==> config.mk <==
export PLATFORM = sky130hd
export DESIGN_NAME = aomc_front
export DESIGN_NICKNAME = d
export VERILOG_FILES = /design/src/rtl/aomc_pkg.sv /design/src/rtl/aomc_front.sv
export SDC_FILE = /design/constraint.sdc
export NUM_CORES = 1
export LEC_CHECK = 0
export BUFFER_PORTS_ARGS = -buffer_cell sky130_fd_sc_hd__buf_2
export CAP_MARGIN = 0
export CORE_MARGIN = 1
export CORE_UTILIZATION = 42
export CTS_BUF_LIST = sky130_fd_sc_hd__clkbuf_16
export CTS_CLUSTER_DIAMETER = 200
export DETAILED_ROUTE_END_ITERATION = 6
export HOLD_SLACK_MARGIN = 0.1
export PLACE_DENSITY = 0.72
export SLEW_MARGIN = 20
export SYNTH_ARGS = -nofsm -noshare
export SYNTH_HDL_FRONTEND = slang
export SYNTH_SLANG_ARGS = --single-unit
==> constraint.sdc <==
create_clock -name clk -period 7.95 [get_ports clk]
set_clock_uncertainty 0.15 [all_clocks]
set_input_delay 0.3975 -clock clk [delete_from_list [all_inputs] [get_ports clk]]
set_output_delay 0.3975 -clock clk [all_outputs]
set_load 0.05 [all_outputs]
==> src/rtl/aomc_pkg.sv <==
// Shared types, constants and helper functions of the Asian option Monte Carlo pricer.
`default_nettype none
package aomc_pkg;

	localparam int SAMPLE_W   = 16;
	localparam int X_W        = 30;
	localparam int PRICE_W    = 32;
	localparam int PSUM_W     = 42;
	localparam int ACC_W      = 64;
	localparam int DAYS_W     = 11;
	localparam int PATHS_W    = 21;
	localparam int P_W        = 26;
	localparam int DIV_N      = 64;
	localparam int DIV_D      = 42;
	localparam int FIFO_DEPTH = 4;

	localparam logic [DAYS_W-1:0]  MAX_DAYS  = 11'd1024;
	localparam logic [PATHS_W-1:0] MAX_PATHS = 21'd1048576;
	localparam logic [24:0]        ONE_Q24   = 25'd16777216;
	localparam logic signed [25:0] LOG2E_Q24 = 26'sd24204406;
	localparam logic [23:0]        LN2_Q24   = 24'd11629080;

	typedef enum logic [2:0] {
		REG_START_PRICE = 3'd0,
		REG_STRIKE      = 3'd1,
		REG_DRIFT       = 3'd2,
		REG_DIFFUSION   = 3'd3,
		REG_DISCOUNT    = 3'd4,
		REG_DAYS        = 3'd5,
		REG_PATHS       = 3'd6
	} cfg_reg_t;

	typedef struct packed {
		logic [31:0]        start_price;
		logic [31:0]        strike_level;
		logic signed [23:0] drift;
		logic [23:0]        diffusion;
		logic [24:0]        discount;
		logic [DAYS_W-1:0]  days;
		logic [PATHS_W-1:0] paths;
	} cfg_t;

	// ceil(2^29 / k): floor(q*m/2^29) equals floor(q/k) for q below 2^26
	function automatic logic [29:0] recip_q29(input logic [2:0] k);
		logic [29:0] m;
		unique case (k)
			3'd2:    m = 30'd268435456;
			3'd3:    m = 30'd178956971;
			3'd4:    m = 30'd134217728;
			3'd5:    m = 30'd107374183;
			3'd6:    m = 30'd89478486;
			3'd7:    m = 30'd76695845;
			default: m = 30'd536870912;
		endcase
		return m;
	endfunction

endpackage
`default_nettype wire

==> src/rtl/aomc_front.sv <==
// Front end: accepts normal samples and forms the log-price exponent.
`default_nettype none
module aomc_front (
	input  logic                             clk,
	input  logic                             arst_n,
	input  aomc_pkg::cfg_t                   cfg,
	input  logic                             in_valid,
	output logic                             in_ready,
	input  logic signed [aomc_pkg::SAMPLE_W-1:0] in_sample,
	output logic                             push,
	output logic signed [aomc_pkg::X_W-1:0]  push_x,
	input  logic                             full
);
	import aomc_pkg::*;

	logic               valid_s1;
	logic signed [40:0] prod_s1;
	logic               neg;
	logic [40:0]        mag;
	logic [28:0]        rnd;
	logic signed [X_W-1:0] diff;

	assign in_ready = !valid_s1 || !full;
	assign push     = valid_s1 && !full;

	always_comb begin
		neg    = prod_s1[40];
		mag    = neg ? 41'(-prod_s1) : 41'(prod_s1);
		rnd    = 29'((mag + 41'd2048) >> 12);
		diff   = neg ? -$signed({1'b0, rnd}) : $signed({1'b0, rnd});
		push_x = X_W'(cfg.drift) + diff;
	end

	always_ff @(posedge clk or negedge arst_n) begin
		if (!arst_n) begin
			valid_s1 <= 1'b0;
		end else if (in_valid && in_ready) begin
			valid_s1 <= 1'b1;
		end else if (push) begin
			valid_s1 <= 1'b0;
		end
	end

	always_ff @(posedge clk) begin
		if (in_valid && in_ready) begin
			prod_s1 <= $signed({1'b0, cfg.diffusion}) * in_sample;
		end
	end

endmodule
`default_nettype wire

==> summary.txt <==
STA
  • RSZ-0062 raised after global routing: no
  • Worst hold margin: 0.154 ns
  • Final setup fails: 0
  • Max Clock Freq: 134 MHz
  • Final TNS setup: 0 ns
  • Slew HR: 39.5%
  • Final Hold Fails: 0
  • Tmin final: 7.45 ns
  • Slew Viols, Final: 0
  • Worst-Margin Slew: 0.907 ns
  • Final worst-path cycle share: 93.7%

Logic synthesis
  • Post-synthesis mux area share: 0.395%
  • Syn Inst Count: 2158
  • Synth Area in Compound Gates: 10.9%
  • Async set-reset flop share out of synthesis: 2.38%
  • Synth Net Count: 2823
  • EDFF count, synth: 41
  • Synth Flop Type: edfxtp_1
  • Xor/xnor cell area share of the yosys netlist: 6.94%
  • Mapped cell area: 18400 um^2
  • Synth cell types: 84
  • Post-synthesis sequential area ratio: 6.83%
  • Post-synthesis adder-cell area fraction: 44.9%
  • Mean Syn Cell Area: 8.52 um^2
  • Syn. warnings: 0
  • Simple-gate share of the synthesized area: 19.5%
  • Synth Register Bits: 42
  • Largest family of logic cells by synthesized area: adder cells

Critical path
  • CP arrival: 6.90 ns
  • Crit path cell chain: or4_1 > nor4_1 > nand2b_1 > xnor2_1 > ha_2 > inv_1 > o41ai_1 > o211ai_1 > nor3_2 > o21ai_1 > nor4_2 > nand2b_1 > xnor2_1 > ha_1 > nand2_1 > a2111oi_1 > nor2_1 > or3_1 > a31oi_1 > o21ai_0 > xnor2_2 > buf_2
  • Endpoint type of the worst setup path: output port
  • Critical Path Source Type: register
  • Slowest CP cell: or4_1
  • CP Buf/Inv Count: 2
  • Kind of cell adding the most delay to the critical path: simple AND/OR/NAND/NOR gates
  • Flop2flop setup slack: 6.20 ns
  • CP Class: reg -> out
  • CP Max Fanout: 12
  • CP required: 7.40 ns
  • CP peak stage delay: 0.73 ns

CTS
  • CTS tree: built
  • Clk buf depth: 2
  • Postcts setup bufs: 0
  • CTS Buf Count: 5
  • Latest clock arrival within the worst-skew pair: 0.29 ns
  • TritonCTS Sinks: 42
  • CTS H-Tree Depth: 2
  • CTS clk-pin slew, worst paths: 0.06 ns
  • CTS root buf: clkbuf_16

Global route
  • M2 GR Usage: 39.4%
  • Total track usage: 21.6%
  • Number of global-route vias before repair: 15692
  • Most used routing layer: met2
  • Met3 usage: 1.64%
  • First-pass GRT wire length: 77.8 mm
  • Total gr overflow: 0
  • Antenna violations before repair: 0
  • Largest net degree at the start of global routing: 53
  • GR Util met1: 27.3%

Die
  • Die area: 44600 um^2
  • Die Span Y: 211 um
  • Row cnt: 76
  • Width of the chip: 211 um
  • Core Region: 43200 um^2
  • Initial core utilization: 42.6%
  • IO Pins: 221

Finish
  • Final standard cell area without fillers: 19600 um^2
  • Core Util, Final: 45.4%
  • Layout cells sized above 1: 7.99%
  • Final nets: 2854
  • FILL cells: 4198
  • Layout area overhead: 6.54%
  • Seq. cell area: 1260 um^2
  • Multi-input gate area: 15200 um^2
  • ANT cells: 0

Drt
  • Antenna Nets Post-Route: 0
  • Wire per inst: 16.9 um
  • Residual DRC count: 0
  • Routed vias/inst: 5.44
  • Detailed Route WL: 46.8 mm
  • Via count: 15088
  • Initial DRC Count: 817
  • First-pass iteration count of the detailed router: 5

Flow run
  • Max-Cap Viols: 0

Place
  • RD Place Congestion: 0.908
  • Buffers on Ports: 99
  • DP HPWL: 38.2 mm
  • Post-DP Area: 19400 um^2

Run status
  • Status: complete, no violations

Hold path
  • Hold WC Path Type: in -> reg
layer usage:
| metal | wire length [um] | vias to the layer above |
|---|---|---|
| met5 | 0 | - |
| met4 | 1230 | 0 |
| met3 | 2760 | 101 |
| met2 | 23800 | 542 |
| met1 | 19100 | 7554 |
| li1 | - | 6891 |
cell families after synthesis:
logic type               after synthesis
AND/OR/NAND/NOR                      698
buffers and inverters                504
adder cells (fa/ha/maj)              476
AO/OA/AOI/OAI                        287
XOR/XNOR                             144
flip-flops                            42
multiplexers                           7
path summary, 6_finish.rpt:
kind,to,cells past startpoint,from
max in group asynchronous,valid_s1$_DFFE_PN0P_,2,arst_n
setup / recovery,push_x[28],22,prod_s1[7]$_DFFE_PP_
setup reg to reg,prod_s1[3]$_DFFE_PP_,2,valid_s1$_DFFE_PN0P_
min in group asynchronous,valid_s1$_DFFE_PN0P_,2,arst_n
hold / removal,valid_s1$_DFFE_PN0P_,2,in_valid
hold reg to reg,valid_s1$_DFFE_PN0P_,2,valid_s1$_DFFE_PN0P_
synth_stat cells, drive strengths merged (4+ instances only):
library cell | instances | share of area [%]
nand2b | 26 | 0.88
a21boi | 5 | 0.20
nor2 | 92 | 1.9
clkbuf | 85 | 1.7
a21o | 29 | 1.2
or2 | 5 | 0.17
nor3b | 4 | 0.16
a2111oi | 6 | 0.46
o21a | 12 | 0.49
nor2b | 9 | 0.31
nand3 | 30 | 0.84
fa | 307 | 33
a31oi | 12 | 0.41
and3 | 14 | 0.48
a211oi | 8 | 0.33
buf | 12 | 0.46
a41oi | 8 | 0.38
nor3 | 37 | 1.1
o31a | 5 | 0.24
xnor2 | 100 | 4.8
nand4 | 9 | 0.31
ha | 169 | 11
nand2 | 251 | 5.1
mux2i | 5 | 0.27
o41ai | 7 | 0.58
and2 | 172 | 5.9
o21bai | 12 | 0.49
nor4 | 16 | 0.94
edfxtp | 41 | 6.7
o31ai | 12 | 0.59
or3 | 14 | 0.48
o22ai | 9 | 0.34
xor2 | 44 | 2.2
a21oi | 73 | 2.0
or4 | 10 | 0.49
o21ai | 58 | 1.6
o211ai | 6 | 0.24
inv | 404 | 8.2
sequential cells by signal (all words and copies together), names as in the netlist:
signal,flops
prod_s1,41
valid_s1,1
through the flow:
stage          std cells  worst slack [ns]
2_1_floorplan       2158           -0.0161
3_3_place_gp        2766             0.649
3_5_place_dp        2766             0.531
4_1_cts             2775             0.184
5_1_grt             2775            0.0472
6_report            2775             0.504
cell usage in the layout, fill, tap and decap left out, types with 9 or more instances in the layout:
cell type	n
edfxtp_1	41
o21ai_0	51
a31oi_1	12
o21bai_1	12
nand3_1	29
nand4_1	9
nand2b_1	26
ha_1	168
o31ai_1	10
and3_1	14
o21a_1	12
xor2_1	41
inv_1	404
fa_1	307
nor2b_1	9
a21oi_1	73
nor4_1	10
xnor2_1	98
and2_1	171
or3_1	14
a21o_1	29
nor3_1	32
nor2_1	91
buf_2	99
buf_4	21
nand2_1	251
layout make-up:
class,count,share of cell area (%)
multi-input combinational,1612,77.8
inverter,407,7.80
sequential,42,6.41
tap,585,3.74
timing repair buffer,121,3.39
clock buffer,5,0.639
clock inverter,3,0.224
timing repair:
| item | 4_1_cts | 5_1_grt |
|---|---|---|
| hold endpoints to repair | 1 | 0 |
| setup endpoints to repair | 0 | 7 |
| hold buffers | 1 | 0 |
| gates resized for setup | 0 | 4 |
Power is not shown: default switching activity piles up to over one toggle a cycle in this logic, so the estimate is an artifact.
