[src/rtl/aomc_pkg.sv]
// Shared types, constants and helper functions of the Asian option Monte Carlo pricer.
`default_nettype none
package aomc_pkg;

	localparam int SAMPLE_W   = 16;
	localparam int X_W        = 30;
	localparam int PRICE_W    = 32;
	localparam int PSUM_W     = 42;
	localparam int ACC_W      = 64;
	localparam int DAYS_W     = 11;
	localparam int PATHS_W    = 21;
	localparam int P_W        = 26;
	localparam int DIV_N      = 64;
	localparam int DIV_D      = 42;
	localparam int FIFO_DEPTH = 4;

	localparam logic [DAYS_W-1:0]  MAX_DAYS  = 11'd1024;
	localparam logic [PATHS_W-1:0] MAX_PATHS = 21'd1048576;
	localparam logic [24:0]        ONE_Q24   = 25'd16777216;
	localparam logic signed [25:0] LOG2E_Q24 = 26'sd24204406;
	localparam logic [23:0]        LN2_Q24   = 24'd11629080;

	typedef enum logic [2:0] {
		REG_START_PRICE = 3'd0,
		REG_STRIKE      = 3'd1,
		REG_DRIFT       = 3'd2,
		REG_DIFFUSION   = 3'd3,
		REG_DISCOUNT    = 3'd4,
		REG_DAYS        = 3'd5,
		REG_PATHS       = 3'd6
	} cfg_reg_t;

	typedef struct packed {
		logic [31:0]        start_price;
		logic [31:0]        strike_level;
		logic signed [23:0] drift;
		logic [23:0]        diffusion;
		logic [24:0]        discount;
		logic [DAYS_W-1:0]  days;
		logic [PATHS_W-1:0] paths;
	} cfg_t;

	// ceil(2^29 / k): floor(q*m/2^29) equals floor(q/k) for q below 2^26
	function automatic logic [29:0] recip_q29(input logic [2:0] k);
		logic [29:0] m;
		unique case (k)
			3'd2:    m = 30'd268435456;
			3'd3:    m = 30'd178956971;
			3'd4:    m = 30'd134217728;
			3'd5:    m = 30'd107374183;
			3'd6:    m = 30'd89478486;
			3'd7:    m = 30'd76695845;
			default: m = 30'd536870912;
		endcase
		return m;
	endfunction

endpackage
`default_nettype wire

[src/rtl/aomc_fifo.sv]
// Short queue of exponents between the front end and the back end.
`default_nettype none
module aomc_fifo (
	input  logic                            clk,
	input  logic                            arst_n,
	input  logic                            push,
	input  logic signed [aomc_pkg::X_W-1:0] push_data,
	output logic                            full,
	input  logic                            pop,
	output logic signed [aomc_pkg::X_W-1:0] pop_data,
	output logic                            empty
);
	import aomc_pkg::*;

	localparam int PTR_W = $clog2(FIFO_DEPTH);

	logic signed [X_W-1:0] mem_q [FIFO_DEPTH];
	logic [PTR_W-1:0]      wr_q;
	logic [PTR_W-1:0]      rd_q;
	logic [PTR_W:0]        cnt_q;

	assign full     = cnt_q == (PTR_W+1)'(FIFO_DEPTH);
	assign empty    = cnt_q == '0;
	assign pop_data = mem_q[rd_q];

	always_ff @(posedge clk or negedge arst_n) begin
		if (!arst_n) begin
			wr_q  <= '0;
			rd_q  <= '0;
			cnt_q <= '0;
		end else begin
			if (push) begin
				wr_q <= wr_q + 1'b1;
			end
			if (pop) begin
				rd_q <= rd_q + 1'b1;
			end
			if (push && !pop) begin
				cnt_q <= cnt_q + 1'b1;
			end else if (pop && !push) begin
				cnt_q <= cnt_q - 1'b1;
			end
		end
	end

	always_ff @(posedge clk) begin
		if (push) begin
			mem_q[wr_q] <= push_data;
		end
	end

endmodule
`default_nettype wire

[config.mk]
export PLATFORM = sky130hd
export DESIGN_NAME = aomc_fifo
export DESIGN_NICKNAME = d
export VERILOG_FILES = /design/src/rtl/aomc_pkg.sv /design/src/rtl/aomc_fifo.sv
export SDC_FILE = /design/constraint.sdc
export NUM_CORES = 1
export LEC_CHECK = 0
export BUFFER_PORTS_ARGS = -buffer_cell sky130_fd_sc_hd__buf_2
export CAP_MARGIN = 20
export CORE_ASPECT_RATIO = 1.5
export CORE_UTILIZATION = 30
export CTS_CLUSTER_DIAMETER = 50
export DETAILED_ROUTE_END_ITERATION = 10
export GPL_TIMING_DRIVEN = 1
export SKIP_CTS_REPAIR_TIMING = 1
export SLEW_MARGIN = 20
export SYNTH_ARGS = -nofsm -noshare
export SYNTH_HDL_FRONTEND = slang
export SYNTH_SLANG_ARGS = --single-unit
[constraint.sdc]
create_clock -name clk -period 1.9 [get_ports clk]
set_clock_uncertainty 0.15 [all_clocks]
set_input_delay 0.38 -clock clk [delete_from_list [all_inputs] [get_ports clk]]
set_output_delay 0.38 -clock clk [all_outputs]
set_load 0.02 [all_outputs]
==> results of run 1 <==
cell usage in the layout (no fill, tap or decap), types with 5 or more instances in the layout:
cell / n
clkbuf_1: 5
edfxtp_1: 120
mux4_2: 30
buf_2: 35
buf_6: 30
buf_12: 5
clkbuf_16: 20
buf_4: 11
dfrtp_1: 5
ha_1: 5
worst max-delay path: stages, from the launching register on:
cell and delay [ps]:
dfrtp_2 390, buf_12 130, clkbuf_16 150, mux4_2 510
buf_6 150
final timing paths:
check                                startpoint                endpoint  slack, ps  cells past startpoint
setup / recovery            rd_q[0]$_DFFE_PN0P_            pop_data[29]       -360                      4
hold / removal                    push_data[27]  mem_q[3][27]$_DFFE_PP_         40                      1
setup reg to reg            wr_q[0]$_DFFE_PN0P_   mem_q[0][6]$_DFFE_PP_        340                      4
max in group asynchronous                arst_n     rd_q[1]$_DFFE_PN0P_       1210                      2
hold reg to reg            cnt_q[2]$_DFFE_PN0P_    cnt_q[2]$_DFFE_PN0P_        350                      1
min in group asynchronous                arst_n    cnt_q[1]$_DFFE_PN0P_        200                      2
per-layer routing:
metal	vias up	track usage (%)	share of wire [%]
li1	993	-	-
met1	1122	11.4	37
met2	55	19.2	56
met3	14	4.00	4.4
met4	2	6.57	2.4
met5	-	0	0.15
flip-flops by register name (all words and copies together) (netlist names):
register  count
mem_q       120
cnt_q         3
rd_q          2
wr_q          2
power groups by stage:
stage | logic, mW | clock network (mW) | registers [mW]
6_report | 3.82 | 2.93 | 3.86
3_5_place_dp | 3.04 | 0 | 3.93
3_3_place_gp | 3.01 | 0 | 3.89
5_1_grt | 4.08 | 3.12 | 3.91
2_1_floorplan | 2.12 | 0 | 3.86
4_1_cts | 3.04 | 3.01 | 3.88
area by class of cell:
type                       instances  area, um2  area share, %
timing repair buffer              85        781           12.5
clock buffer                      22        444           7.10
multi-input combinational         53        881           14.1
inverter                           4       15.0          0.240
sequential                       127       3780           60.5
antenna                            1       2.50         0.0400
clock inverter                     9       93.8           1.50
tap                              203        254           4.06
cell families after synthesis:
kind of cell               after synthesis  synth area share (%)
xor gates and xnor gates                 6                  1.10
adders and majority gates                6                  1.73
muxes                                   31                  14.6
AOI/OAI and AO/OA                        1                 0.105
buffers and inverters                   11                  2.13
and+or+nand+nor                          9                  1.02
DFF                                    127                  79.3
metrics by stage:
stage / worst slack [ps] / util, % / area [um2] / cells / TNS [ps]
6_report: -359 / 40.2 / 6250 / 504 / -10170
5_1_grt: -419 / 40.2 / 6250 / 503 / -11930
4_1_cts: -430 / 38.2 / 5950 / 496 / -11080
3_5_place_dp: 4.85 / 34.8 / 5410 / 465 / 0
3_3_place_gp: 16.5 / 34.8 / 5410 / 465 / 0
2_1_floorplan: 0.516 / - / 4760 / 191 / 0
==> results.py, run 1 <==
metrics = {
    "route": {
        "drt-initial-drc-count": 86,
        "vias_per_cell": 4.34,
        "post_drt_wl_per_cell_um": 16.7,
        "drc": 0,
        "ant_nets": 0,
        "finalWirelength_um": 8420,
        "dr.pass1.iters": 4,
        "vias": 2186,
    },
    "floorplan": {
        "die-area_um2": 16400,
        "die_h_um": 156,
        "die_w_um": 105,
        "placeableCoreArea_um2": 15600,
        "num_io_pins": 66,
        "initial_core_util_pct": 30.6,
        "rows": 56,
    },
    "placement": {
        "place_hpwl_um": 5320,
        "gp_congestion": 0.657,
        "portBuffers": 65,
    },
    "logic_synthesis": {
        "yosys-top-cells-count": "120 x edfxtp_1, 28 x mux4_2, 7 x dfrtp_1, 5 x ha_1",
        "synthesis.area_um2": 4760,
        "yosysWarnings": 0,
        "yosysUniqueCellTypes": 19,
        "synth.net_count": 231,
        "synth_area_leaders": "edfxtp_1 76%, mux4_2 13%, dfrtp_1 3.7%, ha_1 1.3%, buf_12 1.3%",
        "synth-seq-area-share_pct": 79.3,
        "ys.flop_type": "edfxtp_1",
        "syn_avg_cell_area_um2": 24.9,
        "synthCells": 191,
        "synth_top_area_share_pct": 75.7,
        "yosys_register_bits": 127,
        "synth_most_common_cell": "edfxtp_1",
        "synth-edff-count": 120,
        "synth_top_cell_by_area": "edfxtp_1",
        "async_flop_share_pct": 5.51,
    },
    "sta": {
        "maxSlewViolCount": 0,
        "finalSetupViolCount": 30,
        "fin_crit_sh_pct": 119,
        "hold_ws_ps": 40.9,
        "min_period_ps": 2260,
        "slew_headroom_pct": 79.9,
        "worst_slew_pin_slew_ps": 301,
        "hold_viol_final": 0,
        "fmaxAchievable_mhz": 443,
        "finalWorstSetupSlack_ps": -359,
        "rsz0062_at_grt": "yes",
    },
    "clock_network": {
        "clock_latency_ps": 400,
        "htreeDepth": 4,
        "clock-sinks": 127,
        "clockBufferDepth": 2,
        "cts-buffers-inserted": 17,
        "cts_root_buffer": "clkbuf_16",
        "path_clk_slew_ps": 50,
        "cts_tree": "yes",
    },
    "power_and_ir_drop": {
        "p_seq_share_pct": 36.4,
        "finalPower_mw": 10.6,
        "p_int_mw": 7.59,
        "power_leakage_nw": 2.21,
        "pwr-share-comb_pct": 36.0,
        "swShare_pct": 28.4,
        "power_density_nw_per_um2": 1700,
        "ir_drop_mv": 0.575,
        "power_frac_clock_pct": 27.6,
        "p_sw_mw": 3.01,
    },
    "global_routing": {
        "grt_pass1_wl_um": 12900,
        "grt_max_degree": 22,
        "grt_use_total_pct": 11.1,
        "overflow": 0,
        "grt_pass1_vias": 2397,
        "antenna_found_initial": 2,
    },
    "min_path": {
        "holdCritPathClass": "input pin to register",
    },
    "worst_setup_path": {
        "critical_path_class": "register to output port",
        "arrival_ps": 1730,
        "crit_fanout": 5,
        "required_ps": 1370,
        "endpoint_kind": "output port",
        "cp-start-kind": "register",
    },
    "status": {
        "outcome": "finished, violations left",
        "violations": "setup timing",
    },
    "final_layout": {
        "nets": 328,
        "area_growth_pct": 31.3,
        "fillers": 1409,
        "layout-drive-gt1-share_pct": 48.0,
    },
    "job": {
        "max_cap_violations": 0,
    },
}
(Power assumes the default switching activity.)
==> inputs of run 2 (changes only) <==
- CORE_ASPECT_RATIO: 1.5 -> not set
==> results.py, run 2 (synthesized netlist as in run 1, its figures left out) <==
metrics = {
    "status": {
        "outcome": "finished, violations left",
        "violations": "setup timing",
    },
    "sta": {
        "worst_slew_pin_slew_ps": 255,
        "hold_viol_final": 0,
        "finalSetupViolCount": 30,
        "finalWorstSetupSlack_ps": -397,
        "maxSlewViolCount": 0,
        "rsz0062_at_grt": "yes",
        "slew_headroom_pct": 83.0,
        "min_period_ps": 2300,
        "fmaxAchievable_mhz": 435,
        "fin_crit_sh_pct": 121,
    },
    "global_routing": {
        "grt_pass1_vias": 2390,
        "grt_use_total_pct": 11.4,
        "grt_pass1_wl_um": 13000,
        "antenna_found_initial": 0,
        "grt_max_degree": 20,
        "overflow": 0,
    },
    "floorplan": {
        "die-area_um2": 16400,
        "num_io_pins": 66,
        "initial_core_util_pct": 31.0,
        "placeableCoreArea_um2": 15400,
        "rows": 45,
        "die_w_um": 128,
        "die_h_um": 128,
    },
    "route": {
        "vias_per_cell": 4.30,
        "drc": 0,
        "ant_nets": 0,
        "drt-initial-drc-count": 130,
        "dr.pass1.iters": 4,
        "post_drt_wl_per_cell_um": 16.9,
        "finalWirelength_um": 8580,
        "vias": 2184,
    },
    "min_path": {
        "holdCritPathClass": "input pin to register",
        "hold_depth": 2,
        "hp-start": "pop",
        "min_to": "rd_q[0]$_DFFE_PN0P_",
    },
    "clock_network": {
        "cts_root_buffer": "clkbuf_16",
        "cts-buffers-inserted": 17,
        "path_clk_slew_ps": 60,
        "clock-sinks": 127,
        "cts_tree": "yes",
        "htreeDepth": 4,
        "clock_latency_ps": 420,
        "clockBufferDepth": 2,
    },
    "final_layout": {
        "nets": 327,
        "layout_common_cells": "120 x edfxtp_1, 39 x buf_2, 30 x mux4_2",
        "antennaDiodeCount": 0,
        "multiInputGateArea_um2": 881,
        "fillers": 1345,
        "regArea_um2": 3780,
        "largest_register": "mem_q",
        "layout-drive-gt1-share_pct": 48.5,
        "final_common_cell": "edfxtp_1",
        "largest_registers": "mem_q x120, cnt_q x3",
        "final_core_util_pct": 40.6,
        "largest_reg_flops": 120,
        "area_growth_pct": 31.0,
        "fin_cells": 508,
    },
    "worst_setup_path": {
        "arrival_ps": 1770,
        "required_ps": 1370,
        "r2r_start": "wr_q[0]$_DFFE_PN0P_",
        "endpoint_kind": "output port",
        "cp-start-kind": "register",
        "r2r_end": "mem_q[0][26]$_DFFE_PP_",
        "r2r_cells": 4,
        "crit_fanout": 7,
        "rrSetupSlack_ps": 330,
        "critical_path_class": "register to output port",
    },
    "power_and_ir_drop": {
        "ir_drop_mv": 0.796,
        "power_density_nw_per_um2": 1700,
        "finalPower_mw": 10.6,
        "power_leakage_nw": 2.20,
    },
    "placement": {
        "portBuffers": 65,
        "dp_cells": 474,
        "place_hpwl_um": 5400,
        "place_ws_ps": 13.1,
        "gp_congestion": 0.634,
    },
    "job": {
        "max_cap_violations": 0,
    },
}
run 2: stage by stage:
stage               hold WS, ps  setup TNS (ps)  cell area, um2
CTS                        -377          -12670            6000
global placement           72.9               0            5440
finish                     27.4          -11050            6240
global route               14.6          -13040            6240
detailed placement         81.3               0            5440
floorplan                 -65.6               0            4760
run 2: final cells by class:
cell class                 count  share of cell area, %
sequential                   127                   60.6
multi-input combinational     53                   14.1
timing repair buffer          84                   11.9
clock buffer                  20                   7.00
tap                          211                   4.23
clock inverter                 9                   1.92
inverter                       4                  0.241
run 2: how the worst max path moves through the flow:
stage                              from                     to  slack [ps]
floorplan           wr_q[0]$_DFFE_PN0P_  mem_q[0][0]$_DFFE_PP_         0.5
global placement    rd_q[0]$_DFFE_PN0P_            pop_data[2]          30
detailed placement  rd_q[0]$_DFFE_PN0P_            pop_data[3]          10
CTS                 rd_q[0]$_DFFE_PN0P_            pop_data[3]        -450
global route        rd_q[0]$_DFFE_PN0P_            pop_data[2]        -470
finish              rd_q[0]$_DFFE_PN0P_            pop_data[1]        -400
run 2: where the power goes:
| group | internal [mW] | leakage [nW] | switching [mW] | total (mW) |
|---|---|---|---|---|
| Sequential | 3.68 | 1.18 | 0.171 | 3.85 |
| Combinational | 1.90 | 0.752 | 1.80 | 3.70 |
| Clock | 2.02 | 0.270 | 1.05 | 3.07 |
run 2: layer usage:
metal	part of all wire [%]	global-route usage (%)	vias to the layer above
li1	-	-	986
met4	1.9	5.81	0
met3	4.4	4.76	16
met1	43	13.4	1131
met5	0	0	-
met2	51	18.0	51
run 2: critical path, cell delays in order (launching register included):
cell and delay, ps:
dfrtp_2 380, buf_12 140, clkbuf_16 170, mux4_2 510, buf_6 150
==> inputs of run 3 (changes only) <==
- CTS_BUF_LIST: not set -> sky130_fd_sc_hd__clkbuf_2
==> results.py, run 3 (synthesized netlist as in run 1, its figures left out) <==
metrics = {
    "placement": {
        "place_hpwl_um": 5400,
        "placed_cell_area_um2": 5440,
        "place_ws_ps": 13.1,
        "gp_congestion": 0.634,
        "portBuffers": 65,
        "dp_cells": 474,
    },
    "final_layout": {
        "area_growth_pct": 31.7,
        "largest_registers": "mem_q x120, cnt_q x3",
        "largest_register": "mem_q",
        "nets": 363,
        "stdcell_area_um2": 6270,
        "final_common_cell": "edfxtp_1",
        "largest_reg_flops": 120,
        "layout-drive-gt1-share_pct": 46.2,
        "fin_cells": 544,
        "antennaDiodeCount": 0,
        "layout_common_cells": "120 x edfxtp_1, 37 x buf_2, 34 x dlygate4sd3_1",
    },
    "clock_network": {
        "htreeDepth": 4,
        "path_clk_slew_ps": 180,
        "cts_tree": "yes",
        "clock-sinks": 127,
        "cts_root_buffer": "clkbuf_2",
        "clock_latency_ps": 660,
        "clockBufferDepth": 2,
        "cts-buffers-inserted": 17,
    },
    "global_routing": {
        "overflow": 0,
        "antenna_found_initial": 0,
        "grt_use_total_pct": 11.1,
        "grt_pass1_vias": 2362,
        "grt_pass1_wl_um": 12800,
        "grt_max_degree": 20,
    },
    "sta": {
        "fmaxAchievable_mhz": 387,
        "finalWorstSetupSlack_ps": -686,
        "min_period_ps": 2590,
        "hold_viol_final": 0,
        "finalSetupViolCount": 32,
        "maxSlewViolCount": 0,
        "hold_ws_ps": 279,
        "rsz0062_at_grt": "yes",
        "slew_headroom_pct": 70.4,
        "fin_crit_sh_pct": 136,
        "worst_slew_pin_slew_ps": 444,
    },
    "power_and_ir_drop": {
        "power_leakage_nw": 2.23,
        "ir_drop_mv": 0.488,
        "power_density_nw_per_um2": 1480,
    },
    "floorplan": {
        "num_io_pins": 66,
        "rows": 45,
        "initial_core_util_pct": 31.0,
        "die_w_um": 128,
        "placeableCoreArea_um2": 15400,
        "die_h_um": 128,
        "die-area_um2": 16400,
    },
    "worst_setup_path": {
        "r2r_start": "cnt_q[0]$_DFFE_PN0P_",
        "critical_path_class": "register to output port",
        "path_cells": "buf_12, clkbuf_16, mux4_2, buf_6",
        "r2r_cells": 5,
        "cp-start-kind": "register",
        "endpoint_kind": "output port",
        "slowest_stage": "mux4_2",
        "r2r_end": "cnt_q[2]$_DFFE_PN0P_",
        "required_ps": 1370,
        "critPathMaxStageDelay_ps": 510,
        "crit_fanout": 7,
        "rrSetupSlack_ps": 180,
        "arrival_ps": 2060,
    },
    "route": {
        "drt-initial-drc-count": 161,
        "ant_nets": 0,
        "vias_per_cell": 4.27,
        "vias": 2323,
        "post_drt_wl_per_cell_um": 15.9,
        "finalWirelength_um": 8670,
        "drc": 0,
        "dr.pass1.iters": 4,
    },
    "min_path": {
        "hold_depth": 3,
        "min_to": "rd_q[0]$_DFFE_PN0P_",
        "hp-start": "pop",
        "holdCritPathClass": "input pin to register",
    },
    "job": {
        "max_cap_violations": 0,
    },
    "status": {
        "violations": "setup timing",
        "outcome": "finished, violations left",
    },
}
## run 3: layout make-up
class                           count  area (um2)
Clock buffer                       20         100
Clock inverter                      9         120
Fill cell                        1358        9100
Inverter                            4        15.0
Multi-Input combinational cell     53         891
Sequential cell                   127        3780
Tap cell                          211         264
Timing Repair Buffer              120        1100
## run 3: per-layer routing
layer  vias up  track usage, %  routed length [um]
met1      1195            13.1                3760
li1       1058               -                   -
met2        58            17.8                4450
met5         -               0                   0
met4         0            4.78                 136
met3        12            4.63                 325
## run 3: critical path: cells and delay by family, from the launching register on
family	cells	cell delay [ps]
mux	1	510
buf+inv	3	460
flops	1	420
## run 3: where the power goes
| group | leakage, nW | switching (mW) | total [mW] | internal, mW |
|---|---|---|---|---|
| registers | 1.18 | 0.174 | 3.85 | 3.67 |
| clock network | 0.140 | 0.883 | 1.60 | 0.713 |
| logic | 0.908 | 1.83 | 3.83 | 2.00 |
| total | 2.23 | 2.89 | 9.27 | 6.39 |
## run 3: stage by stage
| step | utilization [%] | setup TNS, ps | total power, mW |
|---|---|---|---|
| finish | 40.8 | -19910 | 9.27 |
| global route | 40.8 | -25000 | 9.76 |
| CTS | 36.8 | -25200 | 8.61 |
| detailed placement | 35.4 | 0 | 7.00 |
| global placement | 35.4 | 0 | 6.94 |
| floorplan | - | 0 | 5.98 |
## run 3: how the worst max path moves through the flow
stage                        start  cells after the start  slack, ps                     to
2_1_floorplan  wr_q[0]$_DFFE_PN0P_                      3        0.5  mem_q[0][0]$_DFFE_PP_
3_3_place_gp   rd_q[0]$_DFFE_PN0P_                      3         30            pop_data[2]
3_5_place_dp   rd_q[0]$_DFFE_PN0P_                      3         10            pop_data[3]
4_1_cts        rd_q[0]$_DFFE_PN0P_                      3       -850            pop_data[3]
5_1_grt        rd_q[0]$_DFFE_PN0P_                      4       -850            pop_data[2]
6_report       rd_q[0]$_DFFE_PN0P_                      4       -690           pop_data[11]
